## config.mk

```make
export PLATFORM = sky130hd
export DESIGN_NAME = start_id_length_frame_deframer_flat
export DESIGN_NICKNAME = d
export VERILOG_FILES = /design/src/rtl/sidl_pkg.sv /design/src/rtl/sidl_byte_if.sv /design/src/rtl/sidl_result_if.sv /design/src/rtl/start_id_length_frame_deframer.sv /design/src/rtl/sidl_ram.sv /design/src/rtl/sidl_ctrl.sv /design/src/rtl/sidl_datapath.sv /design/src/flat_wrapper.sv
export VERILOG_INCLUDE_DIRS = /design/src /design/src/rtl
export SDC_FILE = /design/constraint.sdc
export NUM_CORES = 1
export LEC_CHECK = 0
export BUFFER_PORTS_ARGS = -buffer_cell sky130_fd_sc_hd__buf_2
export CORE_MARGIN = 2
export CORE_UTILIZATION = 45
export CTS_CLUSTER_SIZE = 40
export DETAILED_ROUTE_END_ITERATION = 12
export GPL_TIMING_DRIVEN = 0
export PLACE_DENSITY = 0.65
export SLEW_MARGIN = 20
export SYNTH_ARGS = -nofsm -noshare
export SYNTH_HDL_FRONTEND = slang
export SYNTH_SLANG_ARGS = --single-unit
```

## constraint.sdc

```tcl
create_clock -name clk -period 4.4 [get_ports clk]
set_input_delay 0.88 -clock clk [delete_from_list [all_inputs] [get_ports clk]]
set_output_delay 0.88 -clock clk [all_outputs]
set_load 0.01 [all_outputs]
```

## src/rtl/start_id_length_frame_deframer_defines.svh

```systemverilog
// assertion helpers shared by the deframer modules
`ifndef START_ID_LENGTH_FRAME_DEFRAMER_DEFINES_SVH
`define START_ID_LENGTH_FRAME_DEFRAMER_DEFINES_SVH

// same-cycle implication, checked outside reset
`define SIDL_ASSERT_NOW(lbl, ante, cons, msg) \
	lbl: assert property (@(posedge clk) disable iff (!arst_n) (ante) |-> (cons)) \
		else $error(msg);

// next-cycle implication, checked outside reset
`define SIDL_ASSERT_NEXT(lbl, ante, cons, msg) \
	lbl: assert property (@(posedge clk) disable iff (!arst_n) (ante) |=> (cons)) \
		else $error(msg);

`endif

```

## src/rtl/sidl_pkg.sv

```systemverilog
`timescale 1ns / 1ps
`default_nettype none

package sidl_pkg;

	localparam int ByteW   = 8;
	localparam int LenW    = 6;
	localparam int PosW    = 5;
	localparam int CfgIdxW = 1;

	// configuration register indexes
	localparam logic [CfgIdxW-1:0] REG_START_MARKER = 1'd0;
	localparam logic [CfgIdxW-1:0] REG_LENGTH_LIMIT = 1'd1;

	// register reset values
	localparam logic [ByteW-1:0] START_MARKER_RST = 8'd170;
	localparam logic [LenW-1:0]  LENGTH_LIMIT_RST = 6'd32;

	// controller to datapath commands
	typedef struct packed {
		logic clr_count;   // restart payload count
		logic load_id;     // capture message id
		logic load_len;    // capture payload length
		logic emit_empty;  // push empty-frame result
		logic wr_payload;  // store payload byte, advance count
		logic rd_issue;    // read next stored byte into the output pipe
	} ctrl_cmd_t;

	// datapath to controller status
	typedef struct packed {
		logic is_start;    // input byte equals start marker
		logic len_over;    // input byte above effective limit
		logic len_zero;    // input byte is zero
		logic data_done;   // current byte completes the payload
		logic rd_done;     // current read is the final one of the frame
		logic issue_ok;    // read stage can take a new byte
		logic empty_ok;    // output path free for an empty-frame result
	} ctrl_sts_t;

endpackage

`default_nettype wire

```

## src/rtl/sidl_byte_if.sv

```systemverilog
`timescale 1ns / 1ps
`default_nettype none

interface sidl_byte_if;
	logic                      valid;
	logic                      ready;
	logic [sidl_pkg::ByteW-1:0] rx_byte;

	modport source (output valid, output rx_byte, input ready);
	modport sink   (input valid, input rx_byte, output ready);
endinterface

`default_nettype wire

```

## src/rtl/sidl_result_if.sv

```systemverilog
`timescale 1ns / 1ps
`default_nettype none

interface sidl_result_if;
	logic                       valid;
	logic                       ready;
	logic [sidl_pkg::ByteW-1:0] frame_id;
	logic [sidl_pkg::LenW-1:0]  frame_length;
	logic [sidl_pkg::ByteW-1:0] payload_byte;
	logic [sidl_pkg::PosW-1:0]  byte_position;
	logic                       empty_frame;
	logic                       last;

	modport source (output valid, output frame_id, output frame_length,
		output payload_byte, output byte_position, output empty_frame, output last,
		input ready);
	modport sink (input valid, input frame_id, input frame_length,
		input payload_byte, input byte_position, input empty_frame, input last,
		output ready);
endinterface

`default_nettype wire

```

## src/rtl/start_id_length_frame_deframer.sv

```systemverilog
`timescale 1ns / 1ps
`default_nettype none

// Start / id / length frame deframer.
// rx carries one received byte per transaction; res carries one result per
// transaction. The block hunts for the start marker, takes an id byte and a
// length byte, then stores the payload. Over-limit lengths drop the frame.
// A zero length gives one empty-frame result, registered in the cycle after the
// length byte. After the last payload byte the stored frame is read back from
// the payload ram, one result a cycle while res is ready; the first passes the
// ram read register and then the output register. Header and payload bytes are
// taken one a cycle while rx is ready; during the read-back rx is held not
// ready, so no new frame is taken until the stored one has been read out.
// A stalled res holds the output register; the read stage stops behind it,
// and rx waits only in the length phase or during read-back.
// cfg_we writes register cfg_index (0 start marker, 1 length limit).
// Reset returns to hunting with marker 170 and limit 32; the payload ram
// needs no clearing pass.
module start_id_length_frame_deframer #(
	parameter int MAX_PAYLOAD = 32
) (
	input  wire logic                         clk,
	input  wire logic                         arst_n,
	input  wire logic                         cfg_we,
	input  wire logic [sidl_pkg::CfgIdxW-1:0] cfg_index,
	input  wire logic [sidl_pkg::ByteW-1:0]   cfg_data,
	sidl_byte_if.sink                         rx,
	sidl_result_if.source                     res
);

	sidl_pkg::ctrl_cmd_t cmd;
	sidl_pkg::ctrl_sts_t sts;

	sidl_ctrl u_ctrl (
		.clk      (clk),
		.arst_n   (arst_n),
		.rx_valid (rx.valid),
		.rx_ready (rx.ready),
		.sts      (sts),
		.cmd      (cmd)
	);

	sidl_datapath #(
		.MAX_PAYLOAD (MAX_PAYLOAD)
	) u_datapath (
		.clk           (clk),
		.arst_n        (arst_n),
		.cfg_we        (cfg_we),
		.cfg_index     (cfg_index),
		.cfg_data      (cfg_data),
		.rx_byte       (rx.rx_byte),
		.cmd           (cmd),
		.sts           (sts),
		.res_ready     (res.ready),
		.res_valid     (res.valid),
		.frame_id      (res.frame_id),
		.frame_length  (res.frame_length),
		.payload_byte  (res.payload_byte),
		.byte_position (res.byte_position),
		.empty_frame   (res.empty_frame),
		.last          (res.last)
	);

endmodule

`default_nettype wire

```

## src/rtl/sidl_ram.sv

```systemverilog
`timescale 1ns / 1ps
`default_nettype none

module sidl_ram #(
	parameter int WIDTH = 8,
	parameter int DEPTH = 32,
	parameter int AW    = (DEPTH > 1) ? $clog2(DEPTH) : 1
) (
	input  wire logic             clk,
	input  wire logic             we,
	input  wire logic [AW-1:0]    waddr,
	input  wire logic [WIDTH-1:0] wdata,
	input  wire logic             re,
	input  wire logic [AW-1:0]    raddr,
	output logic      [WIDTH-1:0] rdata
);

	logic [WIDTH-1:0] mem_q [DEPTH];
	logic [WIDTH-1:0] rdata_q;

	// single write port, registered read that holds when not enabled
	always_ff @(posedge clk) begin
		if (we) begin
			mem_q[waddr] <= wdata;
		end
		if (re) begin
			rdata_q <= mem_q[raddr];
		end
	end

	assign rdata = rdata_q;

endmodule

`default_nettype wire

```

## src/rtl/sidl_ctrl.sv

```systemverilog
`timescale 1ns / 1ps
`default_nettype none

`include "start_id_length_frame_deframer_defines.svh"

module sidl_ctrl (
	input  wire logic                clk,
	input  wire logic                arst_n,
	input  wire logic                rx_valid,
	output logic                     rx_ready,
	input  wire sidl_pkg::ctrl_sts_t sts,
	output sidl_pkg::ctrl_cmd_t      cmd
);

	localparam logic [2:0] ST_HUNT  = 3'd0;
	localparam logic [2:0] ST_ID    = 3'd1;
	localparam logic [2:0] ST_LEN   = 3'd2;
	localparam logic [2:0] ST_DATA  = 3'd3;
	localparam logic [2:0] ST_BURST = 3'd4;

	logic [2:0] state_q;
	logic [2:0] state_d;
	logic       rx_cmd;

	// any command that consumes an input byte
	assign rx_cmd = cmd.wr_payload || cmd.load_id || cmd.load_len;

	// next state and commands
	always_comb begin
		state_d  = state_q;
		cmd      = '0;
		rx_ready = 1'b0;
		unique case (state_q)
			ST_HUNT: begin
				rx_ready = 1'b1;
				if (rx_valid && sts.is_start) begin
					cmd.clr_count = 1'b1;
					state_d       = ST_ID;
				end
			end
			ST_ID: begin
				rx_ready = 1'b1;
				if (rx_valid) begin
					cmd.load_id = 1'b1;
					state_d     = ST_LEN;
				end
			end
			ST_LEN: begin
				// a zero length needs the output path right away
				rx_ready = sts.empty_ok;
				if (rx_valid && sts.empty_ok) begin
					cmd.clr_count = 1'b1;
					if (sts.len_over) begin
						state_d = ST_HUNT;
					end else if (sts.len_zero) begin
						cmd.load_len   = 1'b1;
						cmd.emit_empty = 1'b1;
						state_d        = ST_HUNT;
					end else begin
						cmd.load_len = 1'b1;
						state_d      = ST_DATA;
					end
				end
			end
			ST_DATA: begin
				rx_ready = 1'b1;
				if (rx_valid) begin
					cmd.wr_payload = 1'b1;
					if (sts.data_done) begin
						state_d = ST_BURST;
					end
				end
			end
			ST_BURST: begin
				// read the stored payload back, one byte a cycle while the read stage can take it
				if (sts.issue_ok) begin
					cmd.rd_issue = 1'b1;
					if (sts.rd_done) begin
						state_d = ST_HUNT;
					end
				end
			end
			default: begin
				state_d = ST_HUNT;
			end
		endcase
	end

	// state register
	always_ff @(posedge clk or negedge arst_n) begin
		if (!arst_n) begin
			state_q <= ST_HUNT;
		end else begin
			state_q <= state_d;
		end
	end

	`SIDL_ASSERT_NOW(a_burst_blocks_input, state_q == ST_BURST, !rx_ready, "input taken in burst")
	`SIDL_ASSERT_NOW(a_read_alone, cmd.rd_issue, !rx_cmd, "read mixed with input commands")
	`SIDL_ASSERT_NEXT(a_empty_to_hunt, cmd.emit_empty, state_q == ST_HUNT, "no hunt after empty")

endmodule

`default_nettype wire

```

## src/rtl/sidl_datapath.sv

```systemverilog
`timescale 1ns / 1ps
`default_nettype none

`include "start_id_length_frame_deframer_defines.svh"

module sidl_datapath #(
	parameter int MAX_PAYLOAD = 32
) (
	input  wire logic                              clk,
	input  wire logic                              arst_n,
	input  wire logic                              cfg_we,
	input  wire logic [sidl_pkg::CfgIdxW-1:0]      cfg_index,
	input  wire logic [sidl_pkg::ByteW-1:0]        cfg_data,
	input  wire logic [sidl_pkg::ByteW-1:0]        rx_byte,
	input  wire sidl_pkg::ctrl_cmd_t               cmd,
	output sidl_pkg::ctrl_sts_t                    sts,
	input  wire logic                              res_ready,
	output logic                                   res_valid,
	output logic [sidl_pkg::ByteW-1:0]             frame_id,
	output logic [sidl_pkg::LenW-1:0]              frame_length,
	output logic [sidl_pkg::ByteW-1:0]             payload_byte,
	output logic [sidl_pkg::PosW-1:0]              byte_position,
	output logic                                   empty_frame,
	output logic                                   last
);

	localparam int AddrW = (MAX_PAYLOAD > 1) ? $clog2(MAX_PAYLOAD) : 1;
	localparam logic [sidl_pkg::LenW:0] MaxLen = (sidl_pkg::LenW + 1)'(MAX_PAYLOAD);

	// configuration
	logic [sidl_pkg::ByteW-1:0] start_marker_q;
	logic [sidl_pkg::LenW-1:0]  length_limit_q;

	// frame state
	logic [sidl_pkg::ByteW-1:0] held_id_q;
	logic [sidl_pkg::LenW-1:0]  held_len_q;
	logic [sidl_pkg::LenW-1:0]  count_q;
	logic [sidl_pkg::LenW-1:0]  rd_ptr_q;

	// read stage
	logic                       valid_s1;
	logic [sidl_pkg::ByteW-1:0] msg_id_s1;
	logic [sidl_pkg::LenW-1:0]  len_s1;
	logic [sidl_pkg::PosW-1:0]  pos_s1;
	logic                       last_s1;
	logic [sidl_pkg::ByteW-1:0] ram_rdata;

	// output register
	logic                       out_valid_q;
	logic [sidl_pkg::ByteW-1:0] out_id_q;
	logic [sidl_pkg::LenW-1:0]  out_len_q;
	logic [sidl_pkg::ByteW-1:0] out_byte_q;
	logic [sidl_pkg::PosW-1:0]  out_pos_q;
	logic                       out_empty_q;
	logic                       out_last_q;

	logic [sidl_pkg::LenW:0]    eff_limit;
	logic [sidl_pkg::LenW:0]    count_inc;
	logic [sidl_pkg::LenW:0]    rd_inc;
	logic                       s1_move;
	logic                       count_in_range;

	// limit clipped to the store size
	assign eff_limit = ({1'b0, length_limit_q} > MaxLen) ? MaxLen : {1'b0, length_limit_q};
	assign count_inc = {1'b0, count_q} + 1'b1;
	assign rd_inc    = {1'b0, rd_ptr_q} + 1'b1;
	assign s1_move   = valid_s1 && (!out_valid_q || res_ready);
	assign count_in_range = {1'b0, count_q} < MaxLen;

	// status to the controller
	always_comb begin
		sts.is_start  = rx_byte == start_marker_q;
		sts.len_over  = rx_byte > {1'b0, eff_limit};
		sts.len_zero  = rx_byte == '0;
		sts.data_done = count_inc >= {1'b0, held_len_q};
		sts.rd_done   = rd_inc >= {1'b0, held_len_q};
		sts.issue_ok  = !valid_s1 || s1_move;
		sts.empty_ok  = !valid_s1 && (!out_valid_q || res_ready);
	end

	// configuration writes
	always_ff @(posedge clk or negedge arst_n) begin
		if (!arst_n) begin
			start_marker_q <= sidl_pkg::START_MARKER_RST;
			length_limit_q <= sidl_pkg::LENGTH_LIMIT_RST;
		end else if (cfg_we) begin
			unique case (cfg_index)
				sidl_pkg::REG_START_MARKER: start_marker_q <= cfg_data;
				sidl_pkg::REG_LENGTH_LIMIT: length_limit_q <= cfg_data[sidl_pkg::LenW-1:0];
				default: ;
			endcase
		end
	end

	// header capture and payload counters
	always_ff @(posedge clk or negedge arst_n) begin
		if (!arst_n) begin
			held_id_q  <= '0;
			held_len_q <= '0;
			count_q    <= '0;
			rd_ptr_q   <= '0;
		end else begin
			if (cmd.load_id) begin
				held_id_q <= rx_byte;
			end
			if (cmd.load_len) begin
				held_len_q <= rx_byte[sidl_pkg::LenW-1:0];
			end
			if (cmd.clr_count) begin
				count_q <= '0;
			end else if (cmd.wr_payload) begin
				count_q <= count_inc[sidl_pkg::LenW-1:0];
			end
			if (cmd.wr_payload) begin
				rd_ptr_q <= '0;
			end else if (cmd.rd_issue) begin
				rd_ptr_q <= rd_inc[sidl_pkg::LenW-1:0];
			end
		end
	end

	sidl_ram #(
		.WIDTH (sidl_pkg::ByteW),
		.DEPTH (MAX_PAYLOAD),
		.AW    (AddrW)
	) u_store (
		.clk   (clk),
		.we    (cmd.wr_payload),
		.waddr (count_q[AddrW-1:0]),
		.wdata (rx_byte),
		.re    (cmd.rd_issue),
		.raddr (rd_ptr_q[AddrW-1:0]),
		.rdata (ram_rdata)
	);

	// read stage control
	always_ff @(posedge clk or negedge arst_n) begin
		if (!arst_n) begin
			valid_s1 <= 1'b0;
		end else if (cmd.rd_issue) begin
			valid_s1 <= 1'b1;
		end else if (s1_move) begin
			valid_s1 <= 1'b0;
		end
	end

	// read stage side fields travel with the ram data
	always_ff @(posedge clk) begin
		if (cmd.rd_issue) begin
			msg_id_s1 <= held_id_q;
			len_s1    <= held_len_q;
			pos_s1    <= rd_ptr_q[sidl_pkg::PosW-1:0];
			last_s1   <= sts.rd_done;
		end
	end

	// output register valid
	always_ff @(posedge clk or negedge arst_n) begin
		if (!arst_n) begin
			out_valid_q <= 1'b0;
		end else if (cmd.emit_empty || s1_move) begin
			out_valid_q <= 1'b1;
		end else if (res_ready) begin
			out_valid_q <= 1'b0;
		end
	end

	// output register payload
	always_ff @(posedge clk) begin
		if (cmd.emit_empty) begin
			out_id_q    <= held_id_q;
			out_len_q   <= '0;
			out_byte_q  <= '0;
			out_pos_q   <= '0;
			out_empty_q <= 1'b1;
			out_last_q  <= 1'b1;
		end else if (s1_move) begin
			out_id_q    <= msg_id_s1;
			out_len_q   <= len_s1;
			out_byte_q  <= ram_rdata;
			out_pos_q   <= pos_s1;
			out_empty_q <= 1'b0;
			out_last_q  <= last_s1;
		end
	end

	assign res_valid     = out_valid_q;
	assign frame_id      = out_id_q;
	assign frame_length  = out_len_q;
	assign payload_byte  = out_byte_q;
	assign byte_position = out_pos_q;
	assign empty_frame   = out_empty_q;
	assign last          = out_last_q;

	`SIDL_ASSERT_NOW(a_issue_when_free, cmd.rd_issue, sts.issue_ok, "read issued into a full stage")
	`SIDL_ASSERT_NOW(a_empty_when_free, cmd.emit_empty, sts.empty_ok, "empty result into busy output")
	`SIDL_ASSERT_NOW(a_write_in_range, cmd.wr_payload, count_in_range, "payload write beyond store")
	`SIDL_ASSERT_NEXT(a_issue_fills_s1, cmd.rd_issue, valid_s1, "read stage not filled after issue")

endmodule

`default_nettype wire

```

## src/flat_wrapper.sv

```systemverilog
// flat-port wrapper written by rule: the top's interface ports become plain ports
module start_id_length_frame_deframer_flat 
#(
	parameter int MAX_PAYLOAD = 32
)
  (clk, arst_n, cfg_we, cfg_index, cfg_data, rx_valid, rx_rx_byte, rx_ready, res_valid, res_frame_id, res_frame_length, res_payload_byte, res_byte_position, res_empty_frame, res_last, res_ready);
  sidl_byte_if rx_i ();
  sidl_result_if res_i ();
  input  wire logic clk;
  input  wire logic arst_n;
  input  wire logic cfg_we;
  input  wire logic [sidl_pkg::CfgIdxW-1:0] cfg_index;
  input  wire logic [sidl_pkg::ByteW-1:0] cfg_data;
  input wire logic [$bits(rx_i.valid)-1:0] rx_valid;
  input wire logic [$bits(rx_i.rx_byte)-1:0] rx_rx_byte;
  output wire logic [$bits(rx_i.ready)-1:0] rx_ready;
  output wire logic [$bits(res_i.valid)-1:0] res_valid;
  output wire logic [$bits(res_i.frame_id)-1:0] res_frame_id;
  output wire logic [$bits(res_i.frame_length)-1:0] res_frame_length;
  output wire logic [$bits(res_i.payload_byte)-1:0] res_payload_byte;
  output wire logic [$bits(res_i.byte_position)-1:0] res_byte_position;
  output wire logic [$bits(res_i.empty_frame)-1:0] res_empty_frame;
  output wire logic [$bits(res_i.last)-1:0] res_last;
  input wire logic [$bits(res_i.ready)-1:0] res_ready;
  assign rx_i.valid = rx_valid;
  assign rx_i.rx_byte = rx_rx_byte;
  assign rx_ready = rx_i.ready;
  assign res_valid = res_i.valid;
  assign res_frame_id = res_i.frame_id;
  assign res_frame_length = res_i.frame_length;
  assign res_payload_byte = res_i.payload_byte;
  assign res_byte_position = res_i.byte_position;
  assign res_empty_frame = res_i.empty_frame;
  assign res_last = res_i.last;
  assign res_i.ready = res_ready;
  start_id_length_frame_deframer #(.MAX_PAYLOAD(MAX_PAYLOAD)) u_core (.clk(clk), .arst_n(arst_n), .cfg_we(cfg_we), .cfg_index(cfg_index), .cfg_data(cfg_data), .rx(rx_i), .res(res_i));
endmodule
```

### Word level (Yosys, flattened, before mapping)

Memory sizes are Yosys's and may differ from the RTL's. A register that Yosys moved wholly into a read port is not among the register bits.
Index checks and enable logic that the tools add are counted.

| word-level totals | value |
|---|---|
| bits in registers | 94 |
| memory bits (writable) | 256 |
| input port bits | 22 |
| output and inout bits | 31 |
| logic and storage cells | 95 |
| memories | 1 |

| operators by class | value |
|---|---|
| $add $sub $neg | 2 |
| $lt $le $gt $ge | 4 |
| equality and inequality tests | 12 |
| mux-type cells | 36 |
| bitwise operators | 1 |
| reductions and logical operators | 20 |

Memory list:

| memory | words | bits a word | read ports | clocked after memory_dff | wr ports | RTL line | source |
|---|---|---|---|---|---|---|---|
| u_core.u_datapath.u_store.mem_q | 32 | 8 | 1 | 1 | 1 | sidl_ram.sv:18 | `logic [WIDTH-1:0] mem_q [DEPTH];` |

Operators with widths:

| cell | count |
|---|---|
| 6-bit two-way mux | 5 |
| 3-bit two-way mux | 8 |
| 8-bit two-way mux | 2 |
| 3-bit one-hot mux with 5 select lines | 1 |
| 6-bit by 1-bit adder with 7-bit output (second input constant) | 2 |
| 7-bit by 6-bit greater-or-equal comparator with 1-bit output | 2 |
| 1-bit two-way mux | 14 |
| 2-bit nonzero test | 5 |
| 8-bit equality test | 1 |
| 8-bit by 6-bit greater-than comparator with 1-bit output | 1 |
| 8-bit logical NOT | 1 |
| 2-bit two-way mux | 4 |
| 2-bit != test (second input constant) | 4 |
| 7-bit AND reduction | 1 |
| 3-bit by 2-bit equality test with 1-bit output (second input constant) | 2 |
| 6-bit greater-than comparator (second input constant) | 1 |
| 2-bit by 1-bit != test with 1-bit output (second input constant) | 3 |
| 1-bit logical AND | 4 |
| 1-bit one-hot mux with 2 select lines | 2 |
| 2-bit AND reduction | 2 |
| 3-bit by 1-bit equality test with 1-bit output (second input constant) | 1 |
| 3-bit equality test (second input constant) | 1 |
| 3-bit logical NOT | 1 |
| 1-bit logical OR | 3 |
| other kinds (3) | 4 |

### Logic depth before layout (Yosys ltp)

| depth | value |
|---|---|
| word-level depth | 8 |
| depth in mapped cells | 12 |
| depth with buffers taken out | 10 |

### Cells and area by module

A second synthesis with hierarchy kept.

| second synthesis, totals | value |
|---|---|
| cell total of the unflattened synthesis | 778 |
| area total of the unflattened synthesis | 14,356.3 um^2 |

Modules (own cells, without submodules):

| module | times used | cells each | area an instance (um^2) | sequential area each (um^2) |
|---|---|---|---|---|
| sidl_ram | 1 | 417 | 10,133.5 | 7,927.6 |
| sidl_datapath | 1 | 332 | 3,972.6 | 2,318.5 |
| sidl_ctrl | 1 | 29 | 250.2 | 75.1 |

### Least setup slack after synthesis

No wires, ideal clock.

| path | value |
|---|---|
| path type | input to register |
| from | in rx_rx_byte[5] |
| to | reg u_core.u_datapath.out_id_q (netlist bit u_core.u_datapath.frame_id[0]) (enable) |
| arrival | 2.660 ns |
| slack | 1.406 ns |
| cell stages on the path | 8 |
| path buffers | 2 |
| cell sequence | ha_1 a2111oi_0 a21oi_1 a21oi_1 and2_1 buf_2 buf_4 nand2b_1 |

| between the ends | value |
|---|---|
| longest elaborated chain between the ends | 6 |
| elaborated cells between the ends (all ways) | 7 |

Ends and longest elaborated chain:

| item | RTL line | source |
|---|---|---|
| start: declaration | flat_wrapper.sv:15 | `input wire logic [$bits(rx_i.rx_byte)-1:0] rx_rx_byte;` |
| parallel branches: the longest is 2 deep, another holds 8-bit by 6-bit greater-than comparator with 1-bit output | n/a |  |
| 2-bit two-way mux (*) | sidl_ctrl.sv:53 | `if (sts.len_over) begin` |
| 2-bit two-way mux (*) | sidl_ctrl.sv:51 | `if (rx_valid && sts.empty_ok) begin` |
| 2-bit two-way mux (*) | sidl_ctrl.sv:33 | `unique case (state_q)` |
| 2-bit nonzero test (no line) (*) | n/a |  |
| end signal: assignment | sidl_datapath.sv:171 | `out_id_q <= held_id_q;` |
| end signal: assignment | sidl_datapath.sv:178 | `out_id_q <= msg_id_s1;` |
| end: declaration | sidl_datapath.sv:50 | `logic [sidl_pkg::ByteW-1:0] out_id_q;` |

Mark *: on every way between the ends.
A chain may end at the register's enable or synchronous reset.

### Worst setup path after layout

| path | value |
|---|---|
| from | in rx_rx_byte[5] |
| to | reg u_core.u_datapath.out_id_q (netlist bit u_core.u_datapath.frame_id[5]) (enable) |

Same word-level chain as after synthesis.

==> results.md <==
- TritonCTS built the clock tree.
- The slew of the pin with the lowest slew margin is 1010 ps.
- Measured on the finished design, the core utilization comes to 0.520.
- At the worst endpoint, the required time is approximately 4600 ps.
- The area of the core is 31,500 sq um.
- The number of cells on the worst reg-to-reg path is 5.
- Timing would allow up to around 0.27 GHz.
- The die span in y is 183 um.
- The count of final max-slew check failures came to 0.
- The run finished with clean final reports.
- In this run the core area contains 65 standard-cell rows.
- For the worst-skew pair, the clock arrives at the later sink with an insertion delay of 530 ps.
- The number of antenna violations at the first check in global routing is 1.
- The netlist area before placement is 14,400 sq um.
- Final hold analysis gives a worst-case slack of 372 ps.
- The detailed placement HPWL is 19.0 mm.
- After technology mapping, the gate count stands at 800.
- The most frequently used flop master after synthesis is sky130_fd_sc_hd__edfxtp_1.
- The ratio of final minimum period to clock period is 0.828.
- For this block, the routed nets add up to about 30 mm of wire.
- The H-tree generated during clock tree synthesis spans 2 levels.
- Between clock sinks in the finished design, the worst skew comes to 19.2 ps.
- The number of nets in the finished design is 936.
- The number of vias per cell after detailed routing is 5.51.
- The count of cells resized by post-cts repair is 0.
- In this run the clock root is driven by a sky130_fd_sc_hd__clkbuf_16.
- After synthesis, the share of flip-flops with an asynchronous set or reset is 0.126.
- The static power due to leakage is between 5 and 6 nW.
- The average detailed-routed wire length per instance is 22.8 um.
- The cell with the largest stage delay on the worst path is sky130_fd_sc_hd__buf_2.
- In the global route stage, overall resource usage came out at 0.185.
- The count of warnings emitted by yosys is 0.
- The count of unique library cells instantiated by Yosys is 52.
- STA classifies the critical path startpoint as an input pin.
- The first TritonRoute pass finished after 6 iterations.
- The share of the Yosys chip area taken by registers is 0.718.
- The wire length of the first global-routing pass is 45.4 mm.
- Counting buffers and inverters, the worst setup path is 9 cells deep.
- The worst setup path is of the in -> reg kind.
- The setup-violating endpoint count in the final report is 0.
- Counting along the longest clock path gives a buffer depth of 3.
- In this run the tightest slew margin relative to its limit is 0.321.
- Data on the critical path arrives at its endpoint at 3820 ps.
- The largest fanout on the critical path is 37.
- The number of buffer and inverter instances along the worst setup path is 3.
- Counting every net in the synthesized netlist gives 845.
- The worst-case IR drop observed on VDD is 0.000234 V.
- The count of routing violations after the opening detailed-route iteration is 649.
- After synthesis, the mean cell area works out to 18.0 sq um.
- The clock-pin slew on the worst setup and hold paths is 50 ps.
- The repair_antennas step left the layout with diodes totalling 0.
- The critical path's top delay family is buffers and inverters.
- The clock period could shrink to 3640 ps.
- The critical path goes through buf_2 -> ha_1 -> a2111oi_0 -> nand3_1 -> a21oi_1 -> and2_1 -> buf_2 -> buf_4 -> nand2b_1.
- The number of hold-slack violations in the final timing report was 0.
- In this run the worst hold path is classified as in -> async.
- Once the clock tree was built, the setup fixing pass inserted 0 buffers.
- The area growth from synthesis to final layout is 13.8%.
- The number of buffers inserted during clock tree synthesis is 37.
- The total of max-cap violations is 0.
- The detailed router placed 7,285 vias in this run.
- The areal power density over the cells is 546 nW/um^2.
- The total congestion overflow is 0.
- Once detail routing completed, the nets flagged for antenna violations numbered 0.
- The hold buffer count at cts is 0.
- The initial utilization of the core area, before any placement, comes to 0.457.
- Setup repair after global routing left no endpoint under its margin.
- The die width is 183 um.
- The critical path's most frequent cell is sky130_fd_sc_hd__buf_2.
- For this design, the sink count on the clock tree is roughly 360.
- The summed negative setup slack over all endpoints is 0 ps.
- STA classifies the critical path endpoint as a flop.
- In this run, synthesis inferred approximately 300 flip-flops with an integrated enable.
- For this run, design rule violations remaining after detail routing come to 0.
- The largest net degree at the start of global routing is 46.
- In the final layout, the share of cells above drive strength 1 is 0.237.
- The largest single stage delay on the critical path is 610 ps.
- Input and output buffers added on the ports amount to 52.
- The number of global-route vias before repair is 7,338.
- The overall die area is roughly 33,000 sq um.
- The post-layout instance count excluding filler cells is about 1,300.
- In this run, synthesis produced a sequential element count of 358.
- 53 I/O pins were placed.
- The global placement routability congestion is 0.799.
- The total placed cells including tap cells is 1,254.
[area by class of cell]
type | instances | area (sq um)
clock inverter | 18 | 175
multi-input combinational | 389 | 3830
tap | 402 | 503
buffer | 38 | 176
timing repair buffer | 52 | 263
fill | 2517 | 15100
clock buffer | 49 | 1040
inverter | 15 | 56.3
sequential | 358 | 10300
[power by group]
part | total, mW | internal [mW] | leakage [nW] | switching, mW
clock network | 3.11 | 1.85 | 0.595 | 1.26
logic | 1.72 | 0.783 | 1.63 | 0.933
registers | 4.11 | 3.98 | 3.36 | 0.138
total | 8.94 | 6.61 | 5.58 | 2.33
[worst reg2reg max path, delay by kind of cell (launching register included)]
family	cells	cell delay (ps)
flops	1	520
mux	3	1290
buf+inv	2	1170
[placed cells by master, fill, tap and decap left out, drive strengths merged, types with 4 or more instances in the layout]
cell	netlist	final
nand3	12	12
dfrtp	40	40
inv	15	17
o21ai	12	12
xnor2	10	10
a21o	4	4
clkbuf	22	71
nand2	72	72
a21oi	27	27
and3	4	4
buf	16	68
ha	23	23
dfstp	5	5
clkinv	0	12
xor2	10	10
mux2	40	40
nor2b	7	7
edfxtp	292	292
dfxtp	21	21
mux4	80	80
nor2	46	46
nand2b	5	5
[cells in the mapped netlist (10+ instances only)]
cell type / n / area, sq um
sky130_fd_sc_hd__edfxtp_1: 292 / 8770
sky130_fd_sc_hd__mux4_2: 80 / 1800
sky130_fd_sc_hd__nand2_1: 72 / 270
sky130_fd_sc_hd__nor2_1: 46 / 173
sky130_fd_sc_hd__dfrtp_1: 40 / 1000
sky130_fd_sc_hd__a21oi_1: 27 / 135
sky130_fd_sc_hd__mux2_1: 26 / 293
sky130_fd_sc_hd__ha_1: 23 / 288
sky130_fd_sc_hd__clkbuf_1: 22 / 82.6
sky130_fd_sc_hd__dfxtp_1: 21 / 420
sky130_fd_sc_hd__inv_1: 14 / 52.6
sky130_fd_sc_hd__mux2_2: 14 / 158
sky130_fd_sc_hd__nand3_1: 12 / 60.1
sky130_fd_sc_hd__o21ai_1: 11 / 55.1
sky130_fd_sc_hd__xnor2_1: 10 / 87.6
sky130_fd_sc_hd__xor2_1: 10 / 87.6
[through the flow]
step           total power [mW]  worst slack [ps]  area, sq um
2_1_floorplan              5.32              1410        14400
3_3_place_gp               5.88               243        15100
3_5_place_dp               5.92               201        15100
4_1_cts                    9.03               737        16400
5_1_grt                    9.33               562        16400
6_report                   8.94               755        16400
[cells by family (layout without fill, tap and decap cells)]
| family | count (synthesis) | count (layout) | synth area share |
|---|---|---|---|
| flops | 358 | 358 | 0.718 |
| simple gates | 169 | 169 | 0.0535 |
| mux | 120 | 120 | 0.157 |
| compound gates | 57 | 57 | 0.0238 |
| buf+inv | 53 | 172 | 0.0162 |
| fa+ha+maj | 23 | 23 | 0.0200 |
| xor+xnor | 20 | 20 | 0.0122 |
[sequential cells by signal (all words and copies together), names as in the netlist, 3 cells and up]
signal	count
u_core.u_datapath.len_s1	6
u_core.u_datapath.count_q	6
u_core.u_datapath.payload_byte	8
u_core.u_datapath.u_store.mem_q	256
u_core.u_datapath.frame_length	6
u_core.u_datapath.msg_id_s1	8
u_core.u_datapath.u_store.rdata	8
u_core.u_datapath.byte_position	5
u_core.u_datapath.start_marker_q	8
u_core.u_datapath.held_len_q	6
u_core.u_datapath.pos_s1	5
u_core.u_datapath.frame_id	8
u_core.u_datapath.held_id_q	8
u_core.u_datapath.length_limit_q	6
u_core.u_datapath.rd_ptr_q	6
u_core.u_ctrl.state_q	3
[layer usage]
metal | global-route usage | part of all wire | vias up
met2 | 0.289 | 0.47 | 207
met4 | 0.0477 | 0.017 | 0
met3 | 0.0363 | 0.069 | 43
met1 | 0.268 | 0.44 | 3734
li1 | - | - | 3301
met5 | 0 | 0 | -
[final timing paths]
kind / to / start / slack, ps
min: u_core.u_datapath.held_id_q[5] / arst_n / 370
max: u_core.u_datapath.frame_id[5] / rx_rx_byte[5] / 760
min in group clk: u_core.u_datapath.len_s1[2] / u_core.u_datapath.held_len_q[2] / 450
max in group asynchronous: u_core.u_datapath.start_marker_q[4] / arst_n / 3610
max reg2reg: u_core.u_datapath.u_store.rdata[0] / u_core.u_datapath.rd_ptr_q[1] / 1150
min reg2reg: u_core.u_datapath.len_s1[2] / u_core.u_datapath.held_len_q[2] / 450
No activity file was read; power rests on OpenSTA's default activity.
